--- src/sv/dilp_pkg.sv ---
package dilp_pkg;

  localparam int unsigned CFG_IDX_W = 2;

  localparam logic [CFG_IDX_W-1:0] CFG_GROUP_SEP = 2'd0;
  localparam logic [CFG_IDX_W-1:0] CFG_FIELD_SEP = 2'd1;
  localparam logic [CFG_IDX_W-1:0] CFG_SPLIT_EN  = 2'd2;
  localparam logic [CFG_IDX_W-1:0] CFG_M1_RULE   = 2'd3;

  localparam logic [7:0] GROUP_SEP_RST = 8'h7C;
  localparam logic [7:0] FIELD_SEP_RST = 8'h2C;

  localparam logic [7:0] CH_PLUS  = 8'h2B;
  localparam logic [7:0] CH_MINUS = 8'h2D;
  localparam logic [7:0] CH_ZERO  = 8'h30;
  localparam logic [7:0] CH_ONE   = 8'h31;
  localparam logic [7:0] CH_NINE  = 8'h39;
  localparam logic [7:0] CH_SPACE = 8'h20;
  localparam logic [7:0] CH_TAB   = 8'h09;
  localparam logic [7:0] CH_CR    = 8'h0D;

  localparam logic [31:0] MAG_LIMIT = 32'h8000_0000;
  localparam logic [31:0] POS_MAX   = 32'h7FFF_FFFF;

  typedef enum logic [1:0] {
    PH_SKIP,
    PH_DIGITS,
    PH_DONE
  } phase_t;

  typedef enum logic [1:0] {
    MT_START,
    MT_DASH,
    MT_MINUS_ONE,
    MT_OTHER
  } track_t;

  typedef struct packed {
    logic [7:0] group_sep;
    logic [7:0] field_sep;
    logic       split_en;
    logic       m1_rule;
  } cfg_t;

  typedef struct packed {
    logic signed [31:0] number;
    logic               number_valid;
    logic               group_done;
    logic               text_done;
  } res_t;

  localparam res_t END_MARKER = '{number: 32'sd0, number_valid: 1'b0,
                                  group_done: 1'b0, text_done: 1'b1};

  function automatic logic [1:0] inc3(input logic [1:0] p);
    inc3 = (p == 2'd2) ? 2'd0 : p + 2'd1;
  endfunction

  function automatic logic signed [31:0] field_val(input logic neg, input logic [31:0] mag);
    if (neg) begin
      field_val = $signed(32'd0 - mag);
    end else begin
      field_val = $signed((mag > POS_MAX) ? POS_MAX : mag);
    end
  endfunction

endpackage

--- src/sv/dilp_step.sv ---
module dilp_step (
  input  logic                clk,
  input  logic                rst_n,
  input  logic                accept,
  input  logic [7:0]          text_byte,
  input  logic                end_of_text,
  input  dilp_pkg::cfg_t      cfg,
  output dilp_pkg::res_t      res0,
  output dilp_pkg::res_t      res1,
  output logic [1:0]          res_cnt
);
  import dilp_pkg::*;

  logic [31:0] mag_r, mag_nxt;
  logic        neg_r, neg_nxt;
  phase_t      phase_r, phase_nxt;
  logic        ghb_r, ghb_nxt;
  logic        halted_r, halted_nxt;
  track_t      track_r, track_nxt;

  logic [31:0] mag_f;
  logic        neg_f;
  phase_t      phase_f;
  logic [35:0] mag_x10;
  logic        is_digit, is_space, go;

  // digit accumulate and whitespace/sign handling for the current byte
  always_comb begin
    is_digit = (text_byte >= CH_ZERO) && (text_byte <= CH_NINE);
    is_space = (text_byte == CH_SPACE) || ((text_byte >= CH_TAB) && (text_byte <= CH_CR));
    mag_x10  = {1'b0, mag_r, 3'b000} + {3'b000, mag_r, 1'b0}
             + {32'd0, text_byte[3:0]};
    mag_f    = mag_r;
    neg_f    = neg_r;
    phase_f  = phase_r;
    go       = 1'b0;
    case (phase_r)
      PH_SKIP: begin
        if (is_space) begin
          phase_f = PH_SKIP;
        end else if ((text_byte == CH_PLUS) || (text_byte == CH_MINUS)) begin
          neg_f   = (text_byte == CH_MINUS);
          phase_f = PH_DIGITS;
        end else begin
          phase_f = PH_DIGITS;
          go      = 1'b1;
        end
      end
      PH_DIGITS: go = 1'b1;
      default:   go = 1'b0;
    endcase
    if (go) begin
      if (is_digit) begin
        mag_f = (mag_x10 > {4'd0, MAG_LIMIT}) ? MAG_LIMIT : mag_x10[31:0];
      end else begin
        phase_f = PH_DONE;
      end
    end
  end

  always_comb begin
    mag_nxt    = mag_r;
    neg_nxt    = neg_r;
    phase_nxt  = phase_r;
    ghb_nxt    = ghb_r;
    halted_nxt = halted_r;
    track_nxt  = track_r;
    res0       = '0;
    res1       = '0;
    res_cnt    = 2'd0;
    if (halted_r) begin
      if (end_of_text) begin
        res0       = END_MARKER;
        res_cnt    = 2'd1;
        halted_nxt = 1'b0;
        ghb_nxt    = 1'b0;
        track_nxt  = MT_START;
        mag_nxt    = '0;
        neg_nxt    = 1'b0;
        phase_nxt  = PH_SKIP;
      end
    end else begin
      case (track_r)
        MT_START: track_nxt = (text_byte == CH_MINUS) ? MT_DASH : MT_OTHER;
        MT_DASH:  track_nxt = (text_byte == CH_ONE) ? MT_MINUS_ONE : MT_OTHER;
        default:  track_nxt = MT_OTHER;
      endcase
      if (end_of_text && cfg.m1_rule && (track_nxt == MT_MINUS_ONE)) begin
        res0    = END_MARKER;
        res_cnt = 2'd1;
      end else if (text_byte == cfg.group_sep) begin
        mag_nxt   = '0;
        neg_nxt   = 1'b0;
        phase_nxt = PH_SKIP;
        if (!ghb_r) begin
          halted_nxt = 1'b1;
          if (end_of_text) begin
            res0    = END_MARKER;
            res_cnt = 2'd1;
          end
        end else begin
          res0    = '{number: field_val(neg_r, mag_r), number_valid: 1'b1,
                      group_done: 1'b1, text_done: 1'b0};
          ghb_nxt = 1'b0;
          res_cnt = 2'd1;
          if (end_of_text) begin
            res1    = END_MARKER;
            res_cnt = 2'd2;
          end
        end
      end else if (cfg.split_en && (text_byte == cfg.field_sep)) begin
        res0      = '{number: field_val(neg_r, mag_r), number_valid: 1'b1,
                      group_done: 1'b0, text_done: 1'b0};
        res_cnt   = 2'd1;
        mag_nxt   = '0;
        neg_nxt   = 1'b0;
        phase_nxt = PH_SKIP;
        ghb_nxt   = 1'b1;
        if (end_of_text) begin
          res1    = '{number: 32'sd0, number_valid: 1'b1,
                      group_done: 1'b1, text_done: 1'b1};
          res_cnt = 2'd2;
        end
      end else begin
        ghb_nxt   = 1'b1;
        mag_nxt   = mag_f;
        neg_nxt   = neg_f;
        phase_nxt = phase_f;
        if (end_of_text) begin
          res0    = '{number: field_val(neg_f, mag_f), number_valid: 1'b1,
                      group_done: 1'b1, text_done: 1'b1};
          res_cnt = 2'd1;
        end
      end
      if (end_of_text) begin
        mag_nxt    = '0;
        neg_nxt    = 1'b0;
        phase_nxt  = PH_SKIP;
        ghb_nxt    = 1'b0;
        halted_nxt = 1'b0;
        track_nxt  = MT_START;
      end
    end
  end

  always_ff @(posedge clk) begin
    if (!rst_n) begin
      mag_r    <= '0;
      neg_r    <= 1'b0;
      phase_r  <= PH_SKIP;
      ghb_r    <= 1'b0;
      halted_r <= 1'b0;
      track_r  <= MT_START;
    end else if (accept) begin
      mag_r    <= mag_nxt;
      neg_r    <= neg_nxt;
      phase_r  <= phase_nxt;
      ghb_r    <= ghb_nxt;
      halted_r <= halted_nxt;
      track_r  <= track_nxt;
    end
  end

endmodule

--- src/sv/dilp_resq.sv ---
module dilp_resq (
  input  logic           clk,
  input  logic           rst_n,
  input  logic           push,
  input  logic [1:0]     push_cnt,
  input  dilp_pkg::res_t push0,
  input  dilp_pkg::res_t push1,
  output logic           room,
  output logic           q_valid,
  input  logic           q_ready,
  output dilp_pkg::res_t q_head
);
  import dilp_pkg::*;

  res_t       mem_r [3];
  logic [1:0] wr_r, wr_nxt;
  logic [1:0] rd_r, rd_nxt;
  logic [1:0] cnt_r, cnt_nxt;
  logic [1:0] n_in;
  logic       pop;

  assign room    = !cnt_r[1];
  assign q_valid = (cnt_r != 2'd0);
  assign q_head  = mem_r[rd_r];
  assign pop     = q_valid && q_ready;

  always_comb begin
    n_in    = push ? push_cnt : 2'd0;
    wr_nxt  = wr_r;
    case (n_in)
      2'd1:    wr_nxt = inc3(wr_r);
      2'd2:    wr_nxt = inc3(inc3(wr_r));
      default: wr_nxt = wr_r;
    endcase
    rd_nxt  = pop ? inc3(rd_r) : rd_r;
    cnt_nxt = cnt_r + n_in - {1'b0, pop};
  end

  always_ff @(posedge clk) begin
    if (n_in != 2'd0) begin
      mem_r[wr_r] <= push0;
    end
    if (n_in == 2'd2) begin
      mem_r[inc3(wr_r)] <= push1;
    end
  end

  always_ff @(posedge clk) begin
    if (!rst_n) begin
      wr_r  <= 2'd0;
      rd_r  <= 2'd0;
      cnt_r <= 2'd0;
    end else begin
      wr_r  <= wr_nxt;
      rd_r  <= rd_nxt;
      cnt_r <= cnt_nxt;
    end
  end

endmodule

--- src/sv/delimited_integer_list_parser.sv ---
// Delimited integer list parser: takes one text byte per beat and emits signed decimal
// values parsed atoi-style, split into groups and fields by the configured separator
// bytes, saturated to 32 bits. Each byte is parsed in the cycle it is accepted and its
// results are registered in a three-entry result queue. Sustained rate is one byte
// per cycle while the queue has room; a byte that gives two results (a separator on
// the final byte) presents them in turn, and the input stalls while the queue holds
// two or more results. Configuration is written one register per beat, ready always high;
// the user must write it only while the block is idle; the block does not enforce it.
module delimited_integer_list_parser (
  input  logic                           clk,
  input  logic                           rst_n,
  input  logic                           in_valid,
  output logic                           in_ready,
  input  logic [7:0]                     in_text_byte,
  input  logic                           in_end_of_text,
  output logic                           out_valid,
  input  logic                           out_ready,
  output logic signed [31:0]             out_number,
  output logic                           out_number_valid,
  output logic                           out_group_done,
  output logic                           out_text_done,
  input  logic                           cfg_valid,
  output logic                           cfg_ready,
  input  logic [dilp_pkg::CFG_IDX_W-1:0] cfg_index,
  input  logic [7:0]                     cfg_data
);
  import dilp_pkg::*;

  cfg_t       cfg_r;
  res_t       res0, res1, head;
  logic [1:0] res_cnt;
  logic       accept;

  assign cfg_ready = 1'b1;
  assign accept    = in_valid && in_ready;

  always_ff @(posedge clk) begin
    if (!rst_n) begin
      cfg_r.group_sep <= GROUP_SEP_RST;
      cfg_r.field_sep <= FIELD_SEP_RST;
      cfg_r.split_en  <= 1'b1;
      cfg_r.m1_rule   <= 1'b1;
    end else if (cfg_valid) begin
      case (cfg_index)
        CFG_GROUP_SEP: cfg_r.group_sep <= cfg_data;
        CFG_FIELD_SEP: cfg_r.field_sep <= cfg_data;
        CFG_SPLIT_EN:  cfg_r.split_en  <= cfg_data[0];
        CFG_M1_RULE:   cfg_r.m1_rule   <= cfg_data[0];
        default:       cfg_r           <= cfg_r;
      endcase
    end
  end

  dilp_step u_step (
    .clk         (clk),
    .rst_n       (rst_n),
    .accept      (accept),
    .text_byte   (in_text_byte),
    .end_of_text (in_end_of_text),
    .cfg         (cfg_r),
    .res0        (res0),
    .res1        (res1),
    .res_cnt     (res_cnt)
  );

  dilp_resq u_resq (
    .clk      (clk),
    .rst_n    (rst_n),
    .push     (accept),
    .push_cnt (res_cnt),
    .push0    (res0),
    .push1    (res1),
    .room     (in_ready),
    .q_valid  (out_valid),
    .q_ready  (out_ready),
    .q_head   (head)
  );

  assign out_number       = head.number;
  assign out_number_valid = head.number_valid;
  assign out_group_done   = head.group_done;
  assign out_text_done    = head.text_done;

endmodule

--- config.mk ---
export PLATFORM = sky130hd
export DESIGN_NAME = delimited_integer_list_parser
export DESIGN_NICKNAME = d
export VERILOG_FILES = /design/src/sv/dilp_pkg.sv /design/src/sv/dilp_step.sv /design/src/sv/dilp_resq.sv /design/src/sv/delimited_integer_list_parser.sv
export SDC_FILE = /design/constraint.sdc
export NUM_CORES = 1
export LEC_CHECK = 0
export ABC_CLOCK_PERIOD_IN_PS = 18400
export BUFFER_PORTS_ARGS = -buffer_cell sky130_fd_sc_hd__buf_2
export CORE_MARGIN = 4
export CORE_UTILIZATION = 40
export DETAILED_ROUTE_END_ITERATION = 6
export GPL_TIMING_DRIVEN = 0
export HOLD_SLACK_MARGIN = 0.15
export PLACE_DENSITY = 0.58
export SYNTH_ARGS = -nofsm -noshare
export SYNTH_HDL_FRONTEND = slang
export SYNTH_SLANG_ARGS = --single-unit
export TNS_END_PERCENT = 10
--- constraint.sdc ---
create_clock -name clk -period 18.4 [get_ports clk]
set_input_delay 0.92 -clock clk [delete_from_list [all_inputs] [get_ports clk]]
set_output_delay 0.92 -clock clk [all_outputs]
set_load 0.02 [all_outputs]
==> flow_metrics.py, run 1 <==
metrics = {
    "floorplanning": {
        "die_area_mm2": 0.03611,
        "dieWidth_um": 190.0,
        "initial_core_util_pct": 40.63,
        "die-height_um": 190.0,
        "site_rows": 66,
        "fp.coreArea_mm2": 0.03262,
        "io_pins": 62,
    },
    "setup_path": {
        "setup.worst_path.class": "in2reg",
        "worstReg2RegStart": "u_step.mag_r[2]",
        "setup.reg_to_reg.worst_slack_ps": 10800,
        "critical_register_to_register_path_endpoint": "u_resq.mem_r[0][25]",
        "critical_path_arrival_ps": 8060,
        "critical_path_peak_fanout": 9,
        "reg2reg_depth": 26,
        "required_ps": 18730,
        "crit_end_category": "register",
        "critical_path.startpoint_type": "primary input",
    },
    "sta": {
        "worstMarginPinSlew_ps": 1314,
        "grt_setup_unrepaired": "false",
        "finalHoldWorstSlack_ps": 450.5,
        "slew_viol_final": 0,
        "fin_setup_tns_ps": 0,
        "setup_clock_skew_after_layout_ps": 13.35,
        "fmax_ghz": 0.1294,
        "final_period_minus_worst_setup_slack_ps": 7730,
        "slew_headroom_pct": 11.72,
        "timing.final.setup_violations": 0,
        "final_hold_viol_count": 0,
        "finalCritPeriodShare_pct": 42.01,
    },
    "global_route": {
        "grt_first_pass_wirelength_um": 78380,
        "grt_remaining_overflow": 0,
        "first_global_vias": 13400,
        "antenna_found_initial": 0,
        "largest_net_degree_at_the_start_of_global_routing": 18,
        "grt.total_usage_pct": 27.29,
    },
    "clock_network": {
        "cts_made_buffers": 17,
        "post_cts.resized_instances": 0,
        "cts_tree": "built",
        "clock_tree.root_cell": "clkbuf_16",
        "clkLatencyLatePin_ps": 450,
        "clkSlewWorstSetupHoldPaths_ps": 70,
        "clockBufferDepth": 2,
        "clock_tree.htree_level_count": 4,
        "cts_setup_buffers": 0,
        "tritoncts_num_sinks": 170,
        "cts-hold-fix-buffers": 0,
    },
    "yosys": {
        "synth_top_flop_cell": "dfxtp_1",
        "synthesis.area_mm2": 0.01325,
        "mappedNetlistNets": 1900,
        "synth_warnings": 0,
        "number_of_enable_flip_flop_cells_after_synthesis": 9,
        "netlist-cell-type-count": 91,
        "ys_seq_elements": 170,
        "async_flop_share_pct": 0,
        "postSynthCellCount": 1799,
        "netlist_top_cells_count": "nand2_1 (289), o21ai_0 (168), dfxtp_1 (161), nor2_1 (142), a21oi_1 (93)",
        "cell_type_with_the_highest_aggregate_area_in_the_netlist": "dfxtp_1",
        "synth_most_common_cell": "nand2_1",
        "synthesis.area_per_instance_um2": 7.367,
        "synth-seq-area-share_pct": 26.36,
        "synth.top_cell.area_share_pct": 24.32,
        "synth_top_cells_by_area": "dfxtp_1 (24%), nand2_1 (8.2%), ha_1 (7.1%)",
    },
    "placement": {
        "placement.io_buffers": 56,
        "routabilityCongestion": 0.9955,
        "dpl.hpwl_um": 39730,
    },
    "worst_hold_path": {
        "whs_endpoint": "u_resq.mem_r[1][6]",
        "holdPathStages": 2,
        "timing.hold.worst.class": "reg2reg",
        "worstHoldStart": "u_resq.mem_r[1][6]",
    },
    "drt": {
        "wl_um": 50630,
        "route.detailed.drc": 0,
        "route.antenna.remaining_nets": 0,
        "detail_route.vias_per_cell": 6.144,
        "wl_per_cell_um": 21.74,
        "firstDrtPassIters": 5,
        "drtIter0Drc": 1374,
        "route.vias.total": 14310,
    },
    "power": {
        "peakVddDrop_v": 0.00004581,
        "leakagePower_nw": 5.773,
        "power.density_mw_per_mm2": 64.60,
    },
    "cells_and_area": {
        "diodes": 0,
        "area.growth.synth_to_final_pct": 10.63,
        "net_count_final": 1975,
        "n_fill_cell": 3395,
        "drive_above_1_share_pct": 6.836,
    },
    "outcome": {
        "outcome": "complete, no violations",
    },
    "job": {
        "max_cap_violations": 0,
    },
}
-- layer usage --
layer | vias to the layer above | GRT usage [%] | wire length, um
li1 | 6775 | - | -
met1 | 6825 | 38.36 | 23190
met2 | 612 | 43.40 | 22530
met3 | 98 | 3.064 | 3223
met4 | 0 | 9.794 | 1682
met5 | - | 0 | 0
-- through the flow --
step	setup WS (ps)	instances	utilization [%]	cell area [um2]	total power, mW
finish	10670	2329	44.95	14660	0.9472
detailed placement	10430	2297	43.19	14090	0.5777
global placement	10420	2297	43.19	14090	0.5758
floorplan	11820	1799	-	13250	0.5190
CTS	10850	2329	44.95	14660	0.9475
global route	10290	2329	44.95	14660	0.9792
-- critical path, stage by stage --
cell,delay [ps]
clkbuf_1,260
inv_1,170
fa_1,610
inv_1,60
ha_1,270
nand3_1,160
a211oi_1,410
o21ai_1,250
a211oi_1,730
o31ai_1,190
a221oi_1,500
nand2_1,190
o31a_1,400
nor2_2,440
a22oi_1,260
ha_1,290
o21ai_0,150
a21oi_1,130
nand2_1,110
nor2_1,40
a21oi_1,240
nand2_1,180
and3_4,200
o31ai_1,310
o22ai_1,230
a221o_1,370
-- cell type report --
type	instances	area, um2	share of cell area, %
multi-input cells	1480	9168	62.52
flip-flops and latches	170	3493	23.82
well taps	442	553.0	3.772
plain buffers	111	450.4	3.072
clock buffers	18	429.2	2.927
repair buffers	56	280.3	1.911
clock inverters	14	146.4	0.9984
inverters	38	142.6	0.9728
-- cells by family (layout without fill, tap and decap cells) --
kind of cell / count (synthesis) / after routing / share of synthesized area (%)
other cells: 1 / 1 / 0.02829
mux: 47 / 47 / 3.568
buf+inv: 149 / 237 / 4.475
flops: 170 / 170 / 26.36
compound gates: 583 / 583 / 28.99
xor+xnor: 56 / 56 / 3.701
simple gates: 716 / 716 / 25.50
fa+ha+maj: 77 / 77 / 7.382
-- flip-flops by register name, indices dropped and copies added, names as in the netlist, named ones only --
signal,count
cfg_r,18
u_step.phase_r,2
u_step.ghb_r,1
u_step.track_r,2
u_resq.mem_r,105
u_step.neg_r,1
u_resq.rd_r,2
u_step.halted_r,1
u_step.mag_r,32
u_resq.cnt_r,2
u_resq.wr_r,2
-- power by group --
part	leakage (nW)	internal [mW]	switching [mW]
Combinational	4.11	0.0558	0.118
Clock	0.276	0.192	0.183
Sequential	1.38	0.388	0.0101
Total	5.77	0.636	0.311
-- cells in the final DEF, fill, tap and decap left out, types with 8 or more instances in the layout --
cell type  netlist  final
o211ai_1        19     19
a21o_1          15     15
o221ai_1        25     25
nand4_1         18     18
nor4_1           9      9
a221oi_1         8      8
a32oi_1          8      8
o21a_1          12     12
nand3_1         53     53
nand2b_1        16     16
clkbuf_1        89     90
xor2_1          17     17
nor2_1         142    142
nor3_1          44     44
or3_1           27     27
nor2b_1         28     28
xnor2_1         39     39
o31ai_1         13     13
a211oi_1        13     13
dfxtp_1        161    161
o21ai_1         13     13
nand2_1        289    289
inv_1           37     37
o22ai_1         25     25
a21oi_1         93     93
a221o_1         10     10
ha_1            75     75
buf_2           12     68
mux2i_1         45     45
a21boi_0        13     13
edfxtp_1         9      9
o21ai_0        168    168
a22o_1          14     14
a22oi_1         46     46
a31oi_1         25     25
nand3b_1        10     10
and3_1           8      8
and2_1          33     33
clkbuf_16        0     17
-- worst max-delay path by stage --
| stage | from | end | slack, ps | depth (start not counted) |
|---|---|---|---|---|
| 2_1_floorplan | in_text_byte[3] | u_resq.mem_r[0][25] | 11820 | 25 |
| 3_3_place_gp | in_text_byte[3] | u_resq.mem_r[0][25] | 10420 | 25 |
| 3_5_place_dp | in_text_byte[3] | u_resq.mem_r[0][25] | 10430 | 26 |
| 4_1_cts | in_text_byte[3] | u_resq.mem_r[0][25] | 10850 | 26 |
| 5_1_grt | in_text_byte[3] | u_resq.mem_r[0][25] | 10290 | 26 |
| 6_report | in_text_byte[3] | u_resq.mem_r[0][25] | 10670 | 26 |
No activity file was read; power rests on OpenSTA's default activity.
==> run 2: changes to the inputs <==
Settings changed: ABC_AREA set to 1, ABC_CLOCK_PERIOD_IN_PS 18400 to 7350.
Clock period 18.4 ns to 7.35 ns, I/O delays scaled along.
==> flow_metrics.py, run 2 <==
metrics = {
    "yosys": {
        "synthesis.area_per_instance_um2": 5.778,
        "ys_seq_elements": 170,
        "synth_top_cells_by_area": "nand2_1 (23%), dfxtp_1 (23%), nand3_1 (8.6%)",
        "synthMuxAreaShare_pct": 0.1439,
        "synth_fa_ha_area_share_pct": 7.032,
        "synth-seq-area-share_pct": 25.11,
        "synth_simple_gate_area_share_pct": 43.90,
        "async_flop_share_pct": 0,
        "dominant_combinational_cell_family_by_area_after_synthesis": "simple AND/OR/NAND/NOR gates",
        "synth_most_common_cell": "nand2_1",
        "synth.top_cell.area_share_pct": 23.34,
        "synth_top_flop_cell": "dfxtp_1",
        "synth_xor_area_share_pct": 0.7464,
        "synth_compound_area_share_pct": 13.47,
        "synthesis.area_mm2": 0.01391,
        "number_of_enable_flip_flop_cells_after_synthesis": 9,
        "cell_type_with_the_highest_aggregate_area_in_the_netlist": "nand2_1",
        "mappedNetlistNets": 2509,
        "postSynthCellCount": 2408,
        "synth_warnings": 0,
        "netlist-cell-type-count": 56,
        "netlist_top_cells_count": "nand2_1 (865), nor2_1 (241), nand3_1 (240), inv_1 (233), a21oi_1 (188)",
    },
    "cells_and_area": {
        "max_ffs_per_register": 105,
        "net_count_final": 2594,
        "max_flop_register": "u_resq.mem_r",
        "layout_top_registers": "u_resq.mem_r (105), u_step.mag_r (32), cfg_r (18)",
        "final_cell_mix": "nand2_1 (865), nor2_1 (241), nand3_1 (240), inv_1 (233), a21oi_1 (188)",
        "drive_above_1_share_pct": 6.464,
        "mostFrequentLayoutCell": "nand2_1",
        "diodes": 0,
        "stdcell_area_mm2": 0.01544,
        "area.growth.synth_to_final_pct": 10.94,
        "post-route-util_pct": 44.80,
    },
    "setup_path": {
        "critical-path-top-cell-by-count": "inv_1",
        "critical_path.cell_chain": "inv_1 -> o22ai_1 -> inv_1 -> nand3_1 -> nor2_1 -> nand4_1 -> nor2_1 -> clkinv_1 -> clkbuf_1 -> ha_1 -> a21oi_1 -> o21ai_0 -> nand2_1 -> ha_1 -> nor3_1 -> inv_1 -> nand2_1 -> inv_1 -> clkbuf_1 -> a32o_1",
        "setup.reg_to_reg.worst_slack_ps": 1730,
        "critical_path.startpoint_type": "register",
        "critical_register_to_register_path_endpoint": "u_resq.mem_r[2][5]",
        "timing.critical_path.to": "u_resq.mem_r[2][5]",
        "crit_path_start": "cfg_r[5]",
        "setup.worst_path.class": "reg2reg",
        "critPathBufInv": 7,
        "crit_path_top_delay_cell": "nor3_1",
        "crit_end_category": "register",
        "critical_path_peak_fanout": 11,
        "worstReg2RegStart": "cfg_r[5]",
        "cp_slowest_stage_delay_ps": 750,
        "reg2reg_depth": 20,
        "critical_path_arrival_ps": 5950,
        "critPathTopFamily": "simple AND/OR/NAND/NOR gates",
        "required_ps": 7680,
        "crit_cells": 20,
    },
    "floorplanning": {
        "io_pins": 62,
        "die_area_mm2": 0.03783,
        "dieWidth_um": 194.5,
        "die-height_um": 194.5,
        "fp.coreArea_mm2": 0.03446,
        "initial_core_util_pct": 40.38,
        "site_rows": 68,
    },
    "power": {
        "share_comb_of_total_power_pct": 24.7,
        "power.internal_mw": 1.673,
        "share_clk_of_total_power_pct": 35.5,
        "leakagePower_nw": 8.008,
        "peakVddDrop_v": 0.0001650,
        "net-switching-power_uw": 913.6,
        "sw_frac_of_total_pct": 35.32,
        "finalPower_mw": 2.586,
        "seqPwrFrac_pct": 39.8,
        "power.density_mw_per_mm2": 167.6,
    },
    "drt": {
        "wl_um": 50460,
        "detail_route.vias_per_cell": 5.354,
        "route.antenna.remaining_nets": 0,
        "route.detailed.drc": 0,
        "drtIter0Drc": 1547,
        "firstDrtPassIters": 5,
        "wl_per_cell_um": 17.04,
        "route.vias.total": 15850,
    },
    "job": {
        "max_cap_violations": 0,
    },
    "clock_network": {
        "post_cts.resized_instances": 0,
        "clkSlewWorstSetupHoldPaths_ps": 70,
        "cts_tree": "built",
        "clkLatencyLatePin_ps": 450,
        "tritoncts_num_sinks": 170,
        "clock_tree.htree_level_count": 4,
        "cts-hold-fix-buffers": 6,
        "clockBufferDepth": 2,
        "clock_tree.root_cell": "clkbuf_16",
        "cts_made_buffers": 17,
        "cts_setup_buffers": 0,
    },
    "placement": {
        "dpl.hpwl_um": 40500,
        "routabilityCongestion": 0.9861,
        "placement.io_buffers": 59,
        "placed_area_mm2": 0.01479,
    },
    "sta": {
        "worstMarginPinSlew_ps": 946.0,
        "setup_clock_skew_after_layout_ps": 14.66,
        "fmax_ghz": 0.1779,
        "finalHoldWorstSlack_ps": 170.4,
        "final_period_minus_worst_setup_slack_ps": 5620,
        "finalCritPeriodShare_pct": 76.47,
        "final_hold_viol_count": 0,
        "slew_headroom_pct": 36.45,
        "grt_setup_unrepaired": "false",
        "timing.final.setup_violations": 0,
        "slew_viol_final": 0,
        "fin_setup_tns_ps": 0,
    },
    "global_route": {
        "antenna_found_initial": 0,
        "grt_remaining_overflow": 0,
        "first_global_vias": 14590,
        "grt_first_pass_wirelength_um": 79150,
        "grt.total_usage_pct": 25.84,
        "largest_net_degree_at_the_start_of_global_routing": 17,
    },
    "outcome": {
        "outcome": "complete, no violations",
    },
    "worst_hold_path": {
        "timing.hold.worst.class": "in2reg",
    },
}
run 2: cell types whose count changed after synthesis, moves of 33 or more:
cell     before  now
inv_1        37  233
nand2_1     289  865
mux2i_1      45    2
o21ai_0     168  104
a22oi_1      46    0
nor2_1      142  241
nand3_1      53  240
xnor2_1      39    6
a21oi_1      93  188
run 2: worst min-delay path, delay by kind of cell:
kind | cells | cell delay (ps)
buffers and inverters | 1 | 90
and+or+nand+nor | 2 | 120
run 2: cell families after synthesis:
group,Yosys count
xor gates and xnor gates,11
DFF,170
other,1
muxes,2
and+or+nand+nor,1463
AOI/OAI and AO/OA,348
buffers and inverters,336
adders and majority gates,77
run 2: worst min path at each step:
stage                   startpoint             endpoint  slack, ps  cells past startpoint
2_1_floorplan  u_resq.mem_r[1][14]  u_resq.mem_r[1][14]        430                      2
4_1_cts                cfg_data[7]            cfg_r[17]        150                      3
5_1_grt                cfg_data[7]             cfg_r[9]        190                      3
3_5_place_dp    u_resq.mem_r[0][8]   u_resq.mem_r[0][8]        440                      2
3_3_place_gp    u_resq.mem_r[1][6]   u_resq.mem_r[1][6]        440                      2
6_report               cfg_data[7]            cfg_r[17]        170                      3
run 2: routing by layer:
layer	vias to the layer above	global-route usage [%]	wire length, um
met4	0	5.495	659
li1	7960	-	-
met2	516	42.00	22650
met3	42	3.311	3481
met1	7336	36.85	23670
met5	-	0	0
run 2: cell type report:
type	count	area (um2)
multi-input combinational	1902	9095
clock inverter	13	131.4
tap	455	569.3
inverter	242	908.4
sequential	170	3493
timing repair buffer	66	362.8
buffer	94	422.9
clock buffer	19	452.9
fill	3774	19020
run 2: power groups by stage:
stage | Combinational [mW] | Sequential, mW | Clock (mW)
finish | 0.639 | 1.03 | 0.918
global route | 0.709 | 1.04 | 0.968
CTS | 0.639 | 1.03 | 0.932
detailed placement | 0.633 | 1.05 | 0
global placement | 0.628 | 1.05 | 0
floorplan | 0.416 | 1.04 | 0
run 2: through the flow:
step	instances	setup WS, ps
2_1_floorplan	2408	3104
3_3_place_gp	2922	1622
3_5_place_dp	2923	1574
4_1_cts	2961	1921
5_1_grt	2961	1313
6_report	2961	1730
==> run 3: changes to the inputs <==
Settings changed: ABC_AREA 1 to 0, ABC_CLOCK_PERIOD_IN_PS 7350 to 5400.
Clock period 7.35 ns to 5.4 ns, I/O delays scaled along.
==> flow_metrics.py, run 3 (synthesized netlist as in run 1, its figures left out) <==
metrics = {
    "sta": {
        "setup_clock_skew_after_layout_ps": 28.46,
        "slew_viol_final": 0,
        "final.setup.worst_slack_ps": -184.2,
        "slew_headroom_pct": 13.51,
        "finalCritPeriodShare_pct": 103.4,
        "final_period_minus_worst_setup_slack_ps": 5584,
        "worstMarginPinSlew_ps": 1286,
        "final_hold_viol_count": 0,
        "finalHoldWorstSlack_ps": 168.2,
        "grt_setup_unrepaired": "true",
        "fmax_ghz": 0.1791,
        "timing.final.setup_violations": 25,
        "fin_setup_tns_ps": -2421,
    },
    "placement": {
        "placement.io_buffers": 56,
        "dpl.hpwl_um": 40320,
        "numPlacedInstances": 2297,
        "routabilityCongestion": 0.9831,
    },
    "clock_network": {
        "cts_tree": "built",
        "tritoncts_num_sinks": 170,
        "clock_tree.htree_level_count": 4,
        "clkLatencyLatePin_ps": 460,
        "clockBufferDepth": 2,
        "clkSlewWorstSetupHoldPaths_ps": 70,
        "cts_made_buffers": 17,
        "clock_tree.root_cell": "clkbuf_16",
    },
    "drt": {
        "route.antenna.remaining_nets": 0,
        "drtIter0Drc": 1413,
        "firstDrtPassIters": 6,
        "wl_per_cell_um": 22.16,
        "detail_route.vias_per_cell": 6.187,
        "wl_um": 52400,
        "route.vias.total": 14630,
        "route.detailed.drc": 0,
    },
    "power": {
        "net-switching-power_mw": 1.011,
        "power.density_mw_per_mm2": 205.4,
        "share_clk_of_total_power_pct": 38.9,
        "peakVddDrop_v": 0.0001652,
        "share_comb_of_total_power_pct": 19.4,
        "sw_frac_of_total_pct": 31.13,
        "seqPwrFrac_pct": 41.6,
        "power.internal_mw": 2.236,
        "leakagePower_nw": 6.103,
    },
    "global_route": {
        "grt_remaining_overflow": 0,
        "grt_first_pass_wirelength_um": 79140,
        "largest_net_degree_at_the_start_of_global_routing": 17,
        "antenna_found_initial": 0,
        "first_global_vias": 13460,
        "grt.total_usage_pct": 27.82,
    },
    "setup_path": {
        "crit_end_category": "register",
        "critical_path_peak_fanout": 8,
        "critical_path.startpoint_type": "register",
        "required_ps": 5740,
        "setup.worst_path.class": "reg2reg",
        "critical_path_arrival_ps": 5920,
    },
    "outcome": {
        "violated_checks": "setup timing",
        "outcome": "complete, but fails checks",
    },
    "cells_and_area": {
        "max_flop_register": "u_resq.mem_r",
        "net_count_final": 2012,
        "final_cells": 2364,
        "layout_top_registers": "u_resq.mem_r (105), u_step.mag_r (32), cfg_r (18)",
        "area.growth.synth_to_final_pct": 19.27,
        "diodes": 0,
        "final_cell_mix": "nand2_1 (288), o21ai_0 (150), dfxtp_1 (143), nor2_1 (135), clkbuf_1 (85)",
        "max_ffs_per_register": 105,
        "ff_latch_area_mm2": 0.003543,
        "n_fill_cell": 3281,
        "drive_above_1_share_pct": 14.46,
        "multi_input_area_mm2": 0.009933,
        "mostFrequentLayoutCell": "nand2_1",
        "post-route-util_pct": 48.46,
    },
    "floorplanning": {
        "dieWidth_um": 190.0,
        "site_rows": 66,
        "initial_core_util_pct": 40.63,
        "die_area_mm2": 0.03611,
        "die-height_um": 190.0,
        "fp.coreArea_mm2": 0.03262,
        "io_pins": 62,
    },
    "job": {
        "max_cap_violations": 0,
    },
    "worst_hold_path": {
        "timing.hold.worst.class": "in2reg",
    },
}
==> run 3: cell count changes in the layout (fill, tap and decap cells not counted), sizes merged, moves of 28 or more <==
cell	delta
nand2	-585
inv	-205
nand3	-188
nor2	-107
a21oi	-94
o21ai	+61
a22oi	+46
mux2i	+43
buf	+32
xnor2	+32
and2	+29
nor2b	+28
==> run 3: timing repair <==
action / 4_1_cts / 5_1_grt
endpoints found under the setup margin: 95 / 90
gates resized for setup: 88 / 93
endpoints found under the hold margin: 18 / 0
pin swaps: 37 / 37
buffers inserted: 16 / 15
hold buffers: 9 / 0
cloned: 0 / 0
==> run 3: cell type report <==
type	count	area share (%)
inverters	38	0.9182
clock buffers	21	2.921
flip-flops and latches	170	22.42
multi-input cells	1480	62.84
clock inverters	9	0.7203
repair buffers	96	3.815
well taps	442	3.498
plain buffers	108	2.873
==> run 3: path summary, 6_finish.rpt <==
kind,start,endpoint,slack (ps),cells after the start
hold reg to reg,u_resq.mem_r[2][19],u_resq.mem_r[2][19],450,2
setup / recovery,u_step.mag_r[5],u_resq.mem_r[0][27],-180,24
setup reg to reg,u_step.mag_r[5],u_resq.mem_r[0][27],-180,24
hold / removal,cfg_valid,cfg_r[1],170,3
==> run 3: power groups by stage <==
stage	registers (mW)	clock network (mW)	logic (mW)
after global routing	1.36	1.32	0.680
after detailed placement	1.38	0	0.592
final	1.35	1.26	0.631
after floorplan	1.37	0	0.396
after CTS	1.35	1.27	0.613
after global placement	1.38	0	0.585
==> run 3: per-layer routing <==
layer / share of wire, % / up-vias / track usage [%] / wire length [um]
met4: 4.0 / 0 / 11.83 / 2121
met2: 45 / 706 / 43.86 / 23360
met1: 43 / 6932 / 37.22 / 22540
met5: 0 / - / 0 / 0
li1: - / 6857 / - / -
met3: 8.3 / 131 / 5.450 / 4373
==> run 3: worst max-delay path, cell delays in order (launching register included) <==
cell	delay (ps)
dfxtp_2	480
ha_1	280
ha_1	400
a21oi_1	150
o21a_1	210
o41a_1	460
a31oi_1	320
a311oi_4	100
a211o_1	320
or4_4	430
o31a_1	350
nor2_4	150
a22oi_2	90
ha_2	250
o21ai_4	70
a21oi_2	70
nand2_1	110
nor2_2	40
a21oi_2	170
buf_4	160
a21oi_4	70
and4_4	190
mux2i_2	180
o22ai_2	160
a22o_1	250
==> run 3: per-stage QoR <==
step	total power [mW]	area, um2	setup WS, ps
final	3.247	15810	-184.2
after floorplan	1.771	13300	0.5809
after global routing	3.353	15810	-453.8
after detailed placement	1.976	14140	-1335
after CTS	3.240	15270	-284.4
after global placement	1.968	14140	-1266
